--- src/hdl/utf8v_pkg.sv ---
// shared types, constants and byte classification functions for the utf-8 validator
package utf8v_pkg;

   // bit masks used to classify a byte
   localparam logic [7:0] MASK_TOP   = 8'h80;
   localparam logic [7:0] MASK_LEAD  = 8'h40;
   localparam logic [7:0] MASK_LEN2  = 8'h20;
   localparam logic [7:0] MASK_LEN3  = 8'h10;
   localparam logic [7:0] MASK_LEN4  = 8'h08;
   localparam logic [7:0] MASK_LEN5  = 8'h04;
   localparam logic [7:0] MASK_LEN6  = 8'h02;

   // continuation counts announced by lead bytes
   localparam logic [2:0] OWED_NONE  = 3'd0;
   localparam logic [2:0] OWED_ONE   = 3'd1;
   localparam logic [2:0] OWED_TWO   = 3'd2;
   localparam logic [2:0] OWED_THREE = 3'd3;
   localparam logic [2:0] OWED_FOUR  = 3'd4;
   localparam logic [2:0] OWED_FIVE  = 3'd5;

   localparam logic [7:0] BYTE_TERM  = 8'h00;

   // per-string scan state
   typedef struct packed {
      logic [2:0] bytes_owed;
      logic       seen_multibyte;
      logic       rejected;
   } scan_state_type;

   localparam scan_state_type SCAN_CLEAR = '{bytes_owed: OWED_NONE,
                                             seen_multibyte: 1'b0,
                                             rejected: 1'b0};

   // printable ascii or one of the allowed control codes
   function automatic logic allowed_ascii(input logic [7:0] b);
      logic ok;
      ok = ((b >= 8'h07) && (b <= 8'h0A)) ||
           (b == 8'h0C) || (b == 8'h0D) || (b == 8'h1B) ||
           ((b >= 8'h20) && (b <= 8'h7E));
      return ok;
   endfunction

   // number of continuation bytes a lead byte announces, zero for 0xfe/0xff
   function automatic logic [2:0] lead_count(input logic [7:0] b);
      logic [2:0] n;
      priority if ((b & MASK_LEN2) == 8'h00) n = OWED_ONE;
      else if ((b & MASK_LEN3) == 8'h00) n = OWED_TWO;
      else if ((b & MASK_LEN4) == 8'h00) n = OWED_THREE;
      else if ((b & MASK_LEN5) == 8'h00) n = OWED_FOUR;
      else if ((b & MASK_LEN6) == 8'h00) n = OWED_FIVE;
      else n = OWED_NONE;
      return n;
   endfunction

endpackage

--- src/hdl/utf8v_decode.sv ---
// per-byte state update and verdict for the utf-8 validator
module utf8v_decode
   import utf8v_pkg::*;
(
   input  logic [7:0]     text_byte,
   input  scan_state_type state_cur,
   output scan_state_type state_nxt,
   output logic           is_term,
   output logic           verdict
);

   logic [2:0] lead_n;

   assign lead_n  = lead_count(text_byte);
   assign is_term = (text_byte == BYTE_TERM);
   assign verdict = !state_cur.rejected && state_cur.seen_multibyte;

   // classify the byte against the current state
   always_comb begin
      state_nxt = state_cur;
      priority if (is_term) begin
         state_nxt = SCAN_CLEAR;
      end else if (state_cur.rejected) begin
         state_nxt = state_cur;
      end else if (state_cur.bytes_owed != OWED_NONE) begin
         // inside a sequence: only 10xxxxxx may follow
         if (((text_byte & MASK_TOP) == 8'h00) || ((text_byte & MASK_LEAD) != 8'h00)) begin
            state_nxt.rejected   = 1'b1;
            state_nxt.bytes_owed = OWED_NONE;
         end else begin
            state_nxt.bytes_owed = state_cur.bytes_owed - 3'd1;
            if (state_cur.bytes_owed == OWED_ONE) begin
               state_nxt.seen_multibyte = 1'b1;
            end
         end
      end else if ((text_byte & MASK_TOP) == 8'h00) begin
         // 7-bit byte outside a sequence
         if (!allowed_ascii(text_byte)) begin
            state_nxt.rejected = 1'b1;
         end
      end else if ((text_byte & MASK_LEAD) == 8'h00) begin
         // stray continuation byte
         state_nxt.rejected = 1'b1;
      end else if (lead_n == OWED_NONE) begin
         state_nxt.rejected = 1'b1;
      end else begin
         state_nxt.bytes_owed = lead_n;
      end
   end

endmodule

--- src/hdl/utf8_text_validator_unit.sv ---
// top level of the utf-8 text validator: input register, byte decode, result register
// a terminator's verdict is computed from the input register and registered for rsp_
// throughput: one byte per cycle unless a terminator waits; the input register is the
//   only stage and the state register is updated in the same cycle the byte leaves it
// a terminator waits in the input register while an earlier verdict is not yet taken
// reset (synchronous, active high) empties both registers and clears the scan state
module utf8_text_validator_unit
   import utf8v_pkg::*;
(
   input  logic       clock,
   input  logic       reset,
   input  logic       req_valid,
   output logic       req_ready,
   input  logic [7:0] req_text_byte,
   output logic       rsp_valid,
   input  logic       rsp_ready,
   output logic       rsp_is_utf8
);

   logic           in_valid_ff;
   logic           in_valid_in;
   logic [7:0]     in_byte_ff;
   scan_state_type state_ff;
   scan_state_type state_in;
   logic           out_valid_ff;
   logic           out_valid_in;
   logic           out_value_ff;

   scan_state_type dec_state;
   logic           dec_term;
   logic           dec_verdict;
   logic           out_free;
   logic           step_fire;

   utf8v_decode u_decode (
      .text_byte (in_byte_ff),
      .state_cur (state_ff),
      .state_nxt (dec_state),
      .is_term   (dec_term),
      .verdict   (dec_verdict)
   );

   // held byte moves on unless it is a terminator with the result slot full
   assign out_free  = !out_valid_ff || rsp_ready;
   assign step_fire = in_valid_ff && (!dec_term || out_free);
   assign req_ready = !in_valid_ff || step_fire;

   assign in_valid_in  = (req_valid && req_ready) || (in_valid_ff && !step_fire);
   assign state_in     = step_fire ? dec_state : state_ff;
   assign out_valid_in = (step_fire && dec_term) || (out_valid_ff && !rsp_ready);

   // control registers
   always_ff @(posedge clock) begin
      if (reset) begin
         in_valid_ff  <= 1'b0;
         state_ff     <= SCAN_CLEAR;
         out_valid_ff <= 1'b0;
      end else begin
         in_valid_ff  <= in_valid_in;
         state_ff     <= state_in;
         out_valid_ff <= out_valid_in;
      end
   end

   // payload registers
   always_ff @(posedge clock) begin
      if (req_valid && req_ready) begin
         in_byte_ff <= req_text_byte;
      end
      if (step_fire && dec_term) begin
         out_value_ff <= dec_verdict;
      end
   end

   assign rsp_valid   = out_valid_ff;
   assign rsp_is_utf8 = out_value_ff;

endmodule

--- config.mk ---
export PLATFORM = sky130hd
export DESIGN_NAME = utf8_text_validator_unit
export DESIGN_NICKNAME = d
export VERILOG_FILES = /design/src/hdl/utf8v_pkg.sv /design/src/hdl/utf8v_decode.sv /design/src/hdl/utf8_text_validator_unit.sv
export SDC_FILE = /design/constraint.sdc
export NUM_CORES = 1
export LEC_CHECK = 0
export BUFFER_PORTS_ARGS = -buffer_cell sky130_fd_sc_hd__clkbuf_2
export CAP_MARGIN = 20
export CORE_MARGIN = 5
export CORE_UTILIZATION = 45
export DETAILED_ROUTE_END_ITERATION = 16
export GPL_TIMING_DRIVEN = 0
export PLACE_DENSITY = 0.65
export SKIP_CTS_REPAIR_TIMING = 1
export SLEW_MARGIN = 40
export SYNTH_ARGS = -nofsm -noshare
export SYNTH_HDL_FRONTEND = slang
export SYNTH_SLANG_ARGS = --single-unit
--- constraint.sdc ---
create_clock -name clock -period 2.06 [get_ports clock]
set_input_delay 0.103 -clock clock [delete_from_list [all_inputs] [get_ports clock]]
set_output_delay 0.103 -clock clock [all_outputs]
set_load 0.05 [all_outputs]
# Yosys cells after proc, flatten, opt, wreduce, memory -nomap -nowiden
# Cells that the tools add are included.
[word_totals]
reg_bits = 16
latchBits = 0
mem_bits_rw = 0
rom_bits = 0
in_bits = 12
output_inout_bits = 3
elab_cells = 80
n_memories = 0
[classes]
add_sub_neg = 1
n_mul = 0
n_div = 0
order_cmp = 4
n_eq_ne = 9
shifts = 0
mux = 21
n_bitwise = 0
reduce_logical = 38
[ops]
columns = ["cell", "n"]
rows = [
  ["logical NOT 8 bit", 8],
  ["two-way mux 3 bit", 10],
  ["== test 8 x 4 -> 1 bit, second input constant", 2],
  ["logical OR 1 bit", 10],
  ["two-way mux 5 bit", 2],
  ["AND reduction 5 bit", 2],
  ["two-way mux 1 bit", 9],
  ["inequality test 3 x 2 -> 1 bit, second input constant", 3],
  ["== test 8 x 5 -> 1 bit, second input constant", 1],
  [">= comparator 8 x 3 -> 1 bit, second input constant", 1],
  [">= comparator 8 x 6 -> 1 bit, second input constant", 1],
  ["less-or-equal comparator 8 x 4 -> 1 bit, second input constant", 1],
  ["less-or-equal comparator 8 x 7 -> 1 bit, second input constant", 1],
  ["logical AND 1 bit", 8],
  ["logical NOT 1 bit", 6],
  ["nonzero test 2 bit", 2],
  ["== test 3 x 1 -> 1 bit, second input constant", 1],
  ["logical NOT 3 bit", 1],
  ["nonzero test 3 bit", 1],
  ["subtractor 3 x 1 -> 3 bit, second input constant", 1],
  ["inequality test 2 x 1 -> 1 bit, second input constant", 1],
  ["inequality test 2 bit, second input constant", 1],
]

# Depth between registers and ports, before layout
# Gate-level depths: netlist of the first run.
[logic_depth]
word_depth = 13
depth_mapped = 6

# By module
# From an unflattened synthesis of the first run, not the netlist that was laid out.
[unflattened]
hier_cells = 101
hier_area_um2 = 947.2
[by_module_without_submodules]
columns = ["module", "n_inst", "cells_per_inst", "area_per_inst_um2", "seq_area_each_um2"]
rows = [
  ["utf8_text_validator_unit", 1, 41, 595.6, 410.4],
  ["utf8v_decode", 1, 60, 351.6, 0.0],
]

# Worst setup path after synthesis of the first run
# Ideal clock, no wire load.
[synth_timing]
path_kind = "register to register"
from = "register in_byte_ff[6]"
to = "register state_ff[3] (netlist name)"
setup_ns = 0.121
arrival_ns = 2.000
t_required_ns = 1.939
path_slack_ns = -0.062
stages_incl_launch_ff = 5
cell_sequence = "edfxtp_1 > or4_4 > or4b_4 > o31ai_4 > mux2_4"
[synth_between]
elab_chain_cells = 5
word_cells_on_any_way = 15
cone_classes = "eq/ne: 4; mux: 4; reduce/logical: 7"
[synth_lines]
columns = ["element", "line", "source"]
rows = [
  ["from (decl)", "utf8_text_validator_unit.sv:22", "logic [7:0] in_byte_ff;"],
  ["from (signal assigned)", "utf8_text_validator_unit.sv:68", "in_byte_ff <= req_text_byte;"],
  ["logical NOT 8 bit or logical OR 1 bit (tied branches)", "utf8v_decode.sv:15, utf8v_decode.sv:27", ""],
  ["logical NOT 1 bit or two-way mux 3 bit (tied branches)", "utf8_text_validator_unit.sv:45, utf8v_decode.sv:27", ""],
  ["logical OR 1 bit or two-way mux 3 bit (tied branches)", "utf8_text_validator_unit.sv:45, utf8v_decode.sv:25", ""],
  ["logical AND 1 bit or two-way mux 5 bit (tied branches)", "utf8_text_validator_unit.sv:45, utf8v_decode.sv:23", ""],
  ["AND reduction 5 bit (no source line) or two-way mux 5 bit (tied branches)", "n/a", ""],
  ["to (signal assigned)", "utf8_text_validator_unit.sv:60", "state_ff <= state_in;"],
  ["to (decl)", "utf8_text_validator_unit.sv:23", "scan_state_type state_ff;"],
]
# Several ways; a longest one is shown, not always the timed one. The select of a mux whose other input is x is not followed.
# A chain may end at the register's enable or synchronous reset.

# Worst setup path in the final report of the first run
[layout_timing]
from = "register in_byte_ff[7]"
to = "register state_ff[3] (netlist name)"
[layout_between]
elab_chain_cells = 6
word_cells_on_any_way = 15
cone_classes = "eq/ne: 4; mux: 4; reduce/logical: 7"
[layout_lines]
columns = ["element", "line", "source"]
rows = [
  ["logical NOT 8 bit", "utf8v_decode.sv:27, utf8v_decode.sv:36", ""],
  ["logical OR 1 bit", "utf8v_decode.sv:27", "if (((text_byte & MASK_TOP) == 8'h00) || ((text_byte & MASK_LEAD) != 8'h00)) begin"],
  ["two-way mux 3 bit", "utf8v_decode.sv:27", ""],
  ["two-way mux 3 bit", "utf8v_decode.sv:25", "end else if (state_cur.bytes_owed != OWED_NONE) begin"],
  ["two-way mux 5 bit", "utf8v_decode.sv:23", "end else if (state_cur.rejected) begin"],
  ["two-way mux 5 bit", "utf8v_decode.sv:21", "priority if (is_term) begin"],
]
# Several ways; a longest one is shown, not always the timed one. The select of a mux whose other input is x is not followed.

==> results.md, run 1 <==
* Status: finished with violations
* Violations in the final reports: setup timing
* Hold Slack at about 0.062 ns
* Pins over their slew limit at 0
* Synth Instances at 84
* Clock-pin slew on the worst setup and hold paths at approximately 0.10 ns
* First-pass detailed-route iteration total at 4
* Routability cong. at ~0.76
* Clock latency at the later pin of the worst-skew pair at approximately 0.28 ns
* Global-route usage over all layers at 0.1254
* Layout net count at 137
* Worst max-slew margin expressed relative to the limit at 0.4478
* Combined area of all synthesized cells at 862.1 um2
* CP Launch Type: flop
* Sequential area share after synthesis at 0.4761
* Final hold violation count at 0
* Total via count after detailed routing at ~770
* Wire length of the first global-routing pass at about 2700 um
* Final Setup Violations at 3
* Worst path bufs/invs at 0
* IO Port Bufs at 14
* Number of H-tree levels at 1
* Clock period minus worst slack at around 2.1 ns
* Least-Margin Pin Slew at around 0.82 ns
* Setup repair after global routing missed its margin: true
* Total core area at roughly 0.0018 mm2
* TritonCTS clock tree: yes
* Worst-case register-to-register setup slack at -0.05 ns
* Crit path DAT at 2.29 ns
* Asr flop ratio synth at 0
* Peak supply drop at between 0.0004 and 0.0005 V
* Classification of the worst setup path: flop to flop
* Starting density of the core at 0.4835
* Vias in the first global route at around 630
* Clock tree skew after final layout at roughly 0.005 ns
* Clock sink count at 16
* Count of state elements after synthesis at 16
* Final standard cell utilization of the core at 0.6484
* Post-Synthesis Net Count at 99
* Worst path top cell family by delay: simple AND/OR/NAND/NOR gates
* Top FF cell, synth: sky130_fd_sc_hd__edfxtp_1
* Worst-case setup margin in the final layout at -0.05424 ns
* Fraction of layout cells with a size suffix above 1 at 0.2810
* Unique masters post-synth at 33
* Total Die Area at between 0.002 and 0.003 mm2
* Commonest non-fill, non-tap cells in the layout: sky130_fd_sc_hd__clkbuf_2, sky130_fd_sc_hd__buf_4, sky130_fd_sc_hd__edfxtp_1
* Maximum net fanout on the critical path at 4
* Layout Area Growth over Synthesis at 34.11%
* Layout filler cell count at around 130
* Routed via count divided by cell count at ~5.2
* Layout Cells excl Fill at ~150
* Site row count at 15
* CTS buffer count at 3
* Required time of the worst setup path at about 2.2 ns
* Number of synthesized flops with an enable pin at 9
* Worst min path class: input pin to flop
* Number of antenna violations at the first check in global routing at 0
* Ant. Diodes at 0
* Max-cap violation count at 0
* Die extent in x at 53.77 um
* Final worst-path cycle share at 1.026
* DP HPWL at ~1300 um
* Synth Area per Inst at 10.26 um2
* Max Clk Rate at about 470 MHz
* Slowest Stage Delay on Critical Path at roughly 0.59 ns
* Die Y at between 50 and 60 um
* Maximum number of pins on one net before global-route repair at 10
* P per Cell Area at roughly 570 mW/mm2
* Power after layout at between 0.6 and 0.7 mW
* Number of design rule violations left after detail routing at 0
* Post-detailed-route wirelength per cell at roughly 13 um
* Leakage dissipation at roughly 0.47 nW
* Number of nets with antenna violations after detailed routing at 0
* Drt initial violations at 13
* Kind of end point of the critical path: flop
* Io pins at 15
* Sum of routed wire length over all layers at approximately 1900 um
* Number of placed instances, taps included at around 120
* Root Buffer Master: sky130_fd_sc_hd__clkbuf_4
* Slowest stage cell, crit path: sky130_fd_sc_hd__or4_4
* Residual overflow from global routing at 0
* Deepest clock path buffer count at 2
* Most common cell after layout, fill and taps aside: sky130_fd_sc_hd__clkbuf_2
* Chain of cells forming the critical path: or4_4 > or4b_4 > o31ai_4 > mux2_4
* Total number of yosys warnings at 0
==> power breakdown <==
part	switching [mW]	total (mW)	internal, mW
logic	0.0515	0.117	0.0652
clock network	0.0963	0.167	0.0702
registers	0.0194	0.375	0.356
==> area by class of cell <==
cell class                 instances  area, um2  share of cell area
tap                               25      31.28             0.02706
timing repair buffer              33      232.7              0.2013
sequential                        16      410.4              0.3550
clock buffer                       3      22.52             0.01948
multi-input combinational         62      432.9              0.3745
inverter                           6      22.52             0.01948
clock inverter                     1      3.754            0.003247
==> state kept, by name (all words and copies together) (netlist names) <==
| signal | flops |
|---|---|
| in_byte_ff | 8 |
| in_valid_ff | 1 |
| rsp_is_utf8 | 1 |
| rsp_valid | 1 |
| state_ff | 5 |
==> final timing paths <==
check | from | to | depth (start not counted)
max reg2reg | in_byte_ff[7] | state_ff[3] | 4
max | in_byte_ff[7] | state_ff[3] | 4
min | req_valid | in_valid_ff | 3
min reg2reg | state_ff[1] | state_ff[1] | 2
==> synth_stat cells, types with 2 or more instances <==
cell type                  count  area share
sky130_fd_sc_hd__ha_1          3       0.044
sky130_fd_sc_hd__a31oi_1       2       0.015
sky130_fd_sc_hd__nand3_1       4       0.023
sky130_fd_sc_hd__dfxtp_1       7        0.16
sky130_fd_sc_hd__nand2_1       7       0.030
sky130_fd_sc_hd__inv_1         5       0.022
sky130_fd_sc_hd__a21oi_1       6       0.035
sky130_fd_sc_hd__edfxtp_1      9        0.31
sky130_fd_sc_hd__nor2_1        5       0.022
sky130_fd_sc_hd__mux2i_1       2       0.023
sky130_fd_sc_hd__nor2b_1       4       0.029
sky130_fd_sc_hd__nor3b_1       2       0.017
sky130_fd_sc_hd__a221oi_1      2       0.020
sky130_fd_sc_hd__o21a_1        2       0.017
sky130_fd_sc_hd__o21ai_0       3       0.017
sky130_fd_sc_hd__nand2b_1      4       0.029
==> metal layers <==
metal	up-vias	share of wire	global-route usage
met5	-	0	0
met4	0	0.0054	0.02553
met3	2	0.038	0.03324
met2	16	0.52	0.2056
li1	388	-	-
met1	360	0.43	0.1649
==> stage by stage <==
step	instance area, um2	setup slack [ns]	TNS (ns)
after CTS	993.5	-0.1201	-0.1201
after global placement	967.2	-0.09571	-0.09571
after detailed placement	967.2	-0.1039	-0.1039
after floorplan	865.8	-0.02472	-0.02472
final	1156	-0.05424	-0.08950
after global routing	1156	-0.09528	-0.2703
==> tightest hold or removal path: cells and delay by family <==
kind / cells / cell delay, ns
buffers and inverters: 2 / 0.14
AOI/OAI and AO/OA: 1 / 0.06
==> cells by family (layout without fill, tap and decap cells) <==
group,Yosys count,after routing,synth area share
buffers and inverters,6,43,0.02612
flip-flops,16,16,0.4760
multiplexers,3,3,0.04063
adder cells (fa/ha/maj),3,3,0.04355
AND/OR/NAND/NOR,33,33,0.2163
AO/OA/AOI/OAI,23,23,0.1974
Power figures use the tool's default switching activity.
==> inputs of run 2 (changes only) <==
--- a/config.mk
+++ b/config.mk
@@ -11,9 +11,11 @@
 export CORE_UTILIZATION = 45
 export DETAILED_ROUTE_END_ITERATION = 16
 export GPL_TIMING_DRIVEN = 0
+export HOLD_SLACK_MARGIN = 0.15
 export PLACE_DENSITY = 0.65
 export SKIP_CTS_REPAIR_TIMING = 1
 export SLEW_MARGIN = 40
 export SYNTH_ARGS = -nofsm -noshare
 export SYNTH_HDL_FRONTEND = slang
 export SYNTH_SLANG_ARGS = --single-unit
+export TNS_END_PERCENT = 20
==> run 2 against run 1 <==
  * The flow still finishes with violations (setup timing)
  * Worst hold slack improved by 0.41 ns
  * Utilization increased by 1.7 points
  * Wire length increased by 1.6%
  * First-iteration DRC count increased by 23%
==> results.md, run 2 (synthesized netlist as in run 1, its figures left out) <==
* Status: finished with violations
* Violations in the final reports: setup timing
* Clock latency at the later pin of the worst-skew pair at 0.28 ns
* Routed via count divided by cell count at ~5.3
* Global-route usage over all layers at 0.1254
* Largest register by flop count: in_byte_ff
* CTS buffer count at 3
* Crit path DAT at roughly 2.3 ns
* Number of nets with antenna violations after detailed routing at 0
* Worst-case setup margin in the final layout at -0.06400 ns
* Required time of the worst setup path at roughly 2.2 ns
* Fraction of layout cells with a size suffix above 1 at 0.2742
* Max Clk Rate at between 400 and 500 MHz
* Final Setup Violations at 4
* Post-detailed-route wirelength per cell at about 13 um
* TritonCTS clock tree: yes
* Classification of the worst setup path: flop to flop
* CP Launch Type: flop
* Sum of routed wire length over all layers at approximately 1900 um
* Die Y at 53.77 um
* Io pins at 15
* Maximum net fanout on the critical path at 4
* Max-cap violation count at 0
* Site row count at 15
* Ant. Diodes at 0
* Worst max-slew margin expressed relative to the limit at 0.4551
* Number of design rule violations left after detail routing at 0
* Starting density of the core at 0.4835
* Most common cell after layout, fill and taps aside: sky130_fd_sc_hd__clkbuf_2
* Worst min path class: flop to flop
* Final hold violation count at 0
* Largest registers ranked by flip-flop count: in_byte_ff (8), state_ff (5)
* Leakage dissipation at 0.4783 nW
* Total via count after detailed routing at just under 800
* Routability cong. at between 0.7 and 0.8
* Number of H-tree levels at 1
* Clock-pin slew on the worst setup and hold paths at around 0.09 ns
* IO Port Bufs at 14
* Final standard cell utilization of the core at 0.6653
* Final worst-path cycle share at 1.031
* Setup repair after global routing missed its margin: true
* First-pass detailed-route iteration total at 4
* Total Die Area at between 0.002 and 0.003 mm2
* Wire length of the first global-routing pass at approximately 2700 um
* Peak supply drop at approximately 0.00048 V
* Pins over their slew limit at 0
* Clock period minus worst slack at between 2 and 2.5 ns
* Clock tree skew after final layout at 0.0009500 ns
* Residual overflow from global routing at 0
* Layout net count at 140
* Least-Margin Pin Slew at just over 0.8 ns
* Drt initial violations at 16
* Pre-CTS setup slack at -0.1039 ns
* Commonest non-fill, non-tap cells in the layout: sky130_fd_sc_hd__clkbuf_2, sky130_fd_sc_hd__dlygate4sd3_1, sky130_fd_sc_hd__buf_4
* Root Buffer Master: sky130_fd_sc_hd__clkbuf_4
* Clock sink count at 16
* Number of flip-flops in the largest register at 8
* Die extent in x at about 54 um
* Kind of end point of the critical path: flop
* Maximum number of pins on one net before global-route repair at 10
* P per Cell Area at 558.7 mW/mm2
* Deepest clock path buffer count at 2
* Number of antenna violations at the first check in global routing at 0
* Vias in the first global route at between 600 and 700
* Total core area at 0.001783 mm2
* DP HPWL at 1253 um
* Layout Area Growth over Synthesis at 37.59%
## run 2: path summary, 6_finish.rpt
path | start | end | slack, ns | cells past startpoint
min | state_ff[1] | state_ff[1] | 0.47 | 2
min reg2reg | state_ff[1] | state_ff[1] | 0.47 | 2
max reg2reg | in_byte_ff[7] | state_ff[3] | -0.06 | 4
max | in_byte_ff[7] | state_ff[3] | -0.06 | 4
## run 2: layer usage
layer	wire length (um)	track usage
met1	800	0.1649
met2	988	0.2056
met3	83	0.03324
met4	8	0.02553
met5	0	0
## run 2: worst max-delay path, cell delays in order, from the launching register on
cell                       delay (ns)
sky130_fd_sc_hd__edfxtp_1        0.43
sky130_fd_sc_hd__or4_4           0.59
sky130_fd_sc_hd__or4b_4          0.58
sky130_fd_sc_hd__o31ai_4         0.10
sky130_fd_sc_hd__mux2_4          0.32
## run 2: cell type report
class                   count  area, um2
clock buffers               3      22.52
flip-flops and latches     16      410.4
multi-input cells          62      432.9
inverters                   6      22.52
repair buffers             36      262.8
well taps                  25      31.28
clock inverters             1      3.754
fillers                   128      596.8
## run 2: power breakdown
| group | internal (mW) | switching [mW] | leakage [nW] |
|---|---|---|---|
| clock network | 0.0702 | 0.0961 | 0.0154 |
| registers | 0.356 | 0.0196 | 0.145 |
| logic | 0.0689 | 0.0522 | 0.318 |
## run 2: per-stage QoR
| stage | cell area, um2 | total power, mW | setup TNS, ns | cells | hold slack [ns] |
|---|---|---|---|---|---|
| floorplan | 865.8 | 0.4373 | -0.02472 | 84 | 0.1721 |
| global placement | 967.2 | 0.4639 | -0.09571 | 123 | 0.2803 |
| detailed placement | 967.2 | 0.4661 | -0.1039 | 123 | 0.2816 |
| CTS | 993.5 | 0.6330 | -0.1201 | 127 | -0.01866 |
| global route | 1186 | 0.7036 | -0.2776 | 149 | 0.4868 |
| finish | 1186 | 0.6627 | -0.1148 | 149 | 0.4717 |
==> inputs of run 3 (changes only) <==
--- a/config.mk
+++ b/config.mk
@@ -13,6 +13,7 @@
 export GPL_TIMING_DRIVEN = 0
 export HOLD_SLACK_MARGIN = 0.15
 export PLACE_DENSITY = 0.65
+export SETUP_SLACK_MARGIN = 0.3
 export SKIP_CTS_REPAIR_TIMING = 1
 export SLEW_MARGIN = 40
 export SYNTH_ARGS = -nofsm -noshare
==> run 3 against run 2 <==
  * The flow still finishes with violations (setup timing)
  * Combinational power hardly changed
  * Final cell count grew 1.3%
  * Utilization up 2.3 points
  * Final area increased by 3.5%
  * Global-route usage unchanged
  * Non-clock buffer count up 2
  * Fmax is 0.42% lower
  * Sequential cell count stayed put
  * Count of clock-buffer cells in the layout is the same
  * Largest power group unchanged
  * Highest routed layer unchanged
==> results.md, run 3 (synthesized netlist as in run 1, its figures left out) <==
* Clock tree skew after final layout at 0.002406 ns
* Pre-CTS setup slack at -0.1039 ns
* Routability cong. at around 0.76
* Starting density of the core at 0.4835
* Final Setup Violations at 4
* Violations in the final reports: setup timing
* Max-cap violation count at 0
* Setup repair after global routing missed its margin: true
* Root Buffer Master: sky130_fd_sc_hd__clkbuf_4
* Maximum number of pins on one net before global-route repair at 10
* TritonCTS clock tree: yes
* Layout net count at 142
* Maximum net fanout on the critical path at 7
* Clock-pin slew on the worst setup and hold paths at 0.09 ns
* Slowest Stage Delay on Critical Path at ~0.56 ns
* Final design area excluding fillers at 0.001227 mm2
* IO Port Bufs at 14
* Required time of the worst setup path at 2.24 ns
* Power after layout at about 0.67 mW
* Clock period minus worst slack at around 2.1 ns
* Status: finished with violations
* Crit path DAT at 2.31 ns
* Sum of routed wire length over all layers at just under 2000 um
* Worst path bufs/invs at 0
* Routed wire length on met3 at ~93 um
* Drt initial violations at 23
* Largest registers ranked by flip-flop count: in_byte_ff (8), state_ff (5)
* Total via count after detailed routing at 810
* Classification of the worst setup path: flop to flop
* Wire length of the first global-routing pass at ~2700 um
* Pins over their slew limit at 0
* CTS buffer count at 3
* Die Y at approximately 54 um
* Peak supply drop at between 0.0004 and 0.0005 V
* Worst max-slew margin expressed relative to the limit at 0.4566
* Worst-case register-to-register setup slack at -0.07 ns
* Number of H-tree levels at 1
* Met2 WL post-DR at around 1000 um
* Kind of end point of the critical path: flop
* Deepest clock path buffer count at 2
* Worst min path class: flop to flop
* Setup TNS Final at -0.1562 ns
* Worst Hold Launch: state_ff[1]
* Residual overflow from global routing at 0
* Clock sink count at 16
* Number of antenna violations at the first check in global routing at 0
* Largest register by flop count: in_byte_ff
* Number of nets with antenna violations after detailed routing at 0
* Post-detailed-route wirelength per cell at 12.74 um
* CP Launch Type: flop
* Final standard cell utilization of the core at 0.6884
* Die extent in x at 53.77 um
* Max Clk Rate at ~470 MHz
* Number of design rule violations left after detail routing at 0
* Io pins at 15
* Hold Slack at 0.4694 ns
* Wire length the detailed router placed on met1 at roughly 830 um
* Global-route usage over all layers at 0.1254
* Final hold violation count at 0
* Cell area reported after detailed placement at ~970 um2
* Commonest non-fill, non-tap cells in the layout: sky130_fd_sc_hd__clkbuf_2, sky130_fd_sc_hd__buf_4, sky130_fd_sc_hd__dlygate4sd3_1
* Worst reg2reg startpoint: in_byte_ff[2]
* Ant. Diodes at 0
* P per Cell Area at approximately 540 mW/mm2
* Launching element of the worst setup path: in_byte_ff[2]
* Site row count at 15
* Number of placed instances, taps included at 123
* Worst path top cell family by delay: simple AND/OR/NAND/NOR gates
* Vias in the first global route at about 630
* Slowest stage cell, crit path: sky130_fd_sc_hd__or4_4
* Least-Margin Pin Slew at approximately 0.81 ns
* Number of flip-flops in the largest register at 8
* Total core area at roughly 0.0018 mm2
* Layout Area Growth over Synthesis at 42.38%
* DP HPWL at around 1300 um
* Clock latency at the later pin of the worst-skew pair at 0.28 ns
* Uppermost layer routed: met4
* First-pass detailed-route iteration total at 4
* Layout Cells excl Fill at 151
* Worst-case setup margin in the final layout at -0.07302 ns
* Final worst-path cycle share at 1.035
* Routed via count divided by cell count at around 5.4
* Total Die Area at slightly below 0.003 mm2
* Leakage dissipation at slightly below 0.5 nW
* Chain of cells forming the critical path: or4_4 > or4b_4 > o31ai_4 > mux2_4
* Fraction of layout cells with a size suffix above 1 at 0.3095
-- run 3: cell types whose count changed in the layout (fill, tap and decap cells not counted), sizes merged --
| cell | before | now |
|---|---|---|
| buf | 11 | 14 |
| clkbuf | 17 | 16 |
-- run 3: worst min-delay path, delay by kind of cell (launching register included) --
family             cells  cell delay (ns)
DFF                    1             0.32
and+or+nand+nor        1             0.05
AOI/OAI and AO/OA      1             0.06
-- run 3: per-layer routing --
metal,up-vias,track usage
li1,398,-
met1,385,0.1649
met2,23,0.2056
met3,4,0.03324
met4,0,0.02553
met5,-,0
-- run 3: where the power goes --
group	internal [mW]	leakage (nW)	switching, mW
Combinational	0.0701	0.331	0.0539
Sequential	0.356	0.145	0.0197
Clock	0.0703	0.0154	0.0961
-- run 3: area by class of cell --
class | count | area, um2
multi-input cells | 62 | 449.2
flip-flops and latches | 16 | 410.4
clock buffers | 3 | 22.52
fillers | 119 | 555.5
well taps | 25 | 31.28
inverters | 6 | 22.52
clock inverters | 1 | 3.754
repair buffers | 38 | 287.8
-- run 3: path summary, 6_finish.rpt --
check / to / depth (start not counted)
min reg2reg: state_ff[1] / 2
min: state_ff[1] / 2
max reg2reg: state_ff[3] / 4
max: state_ff[3] / 4
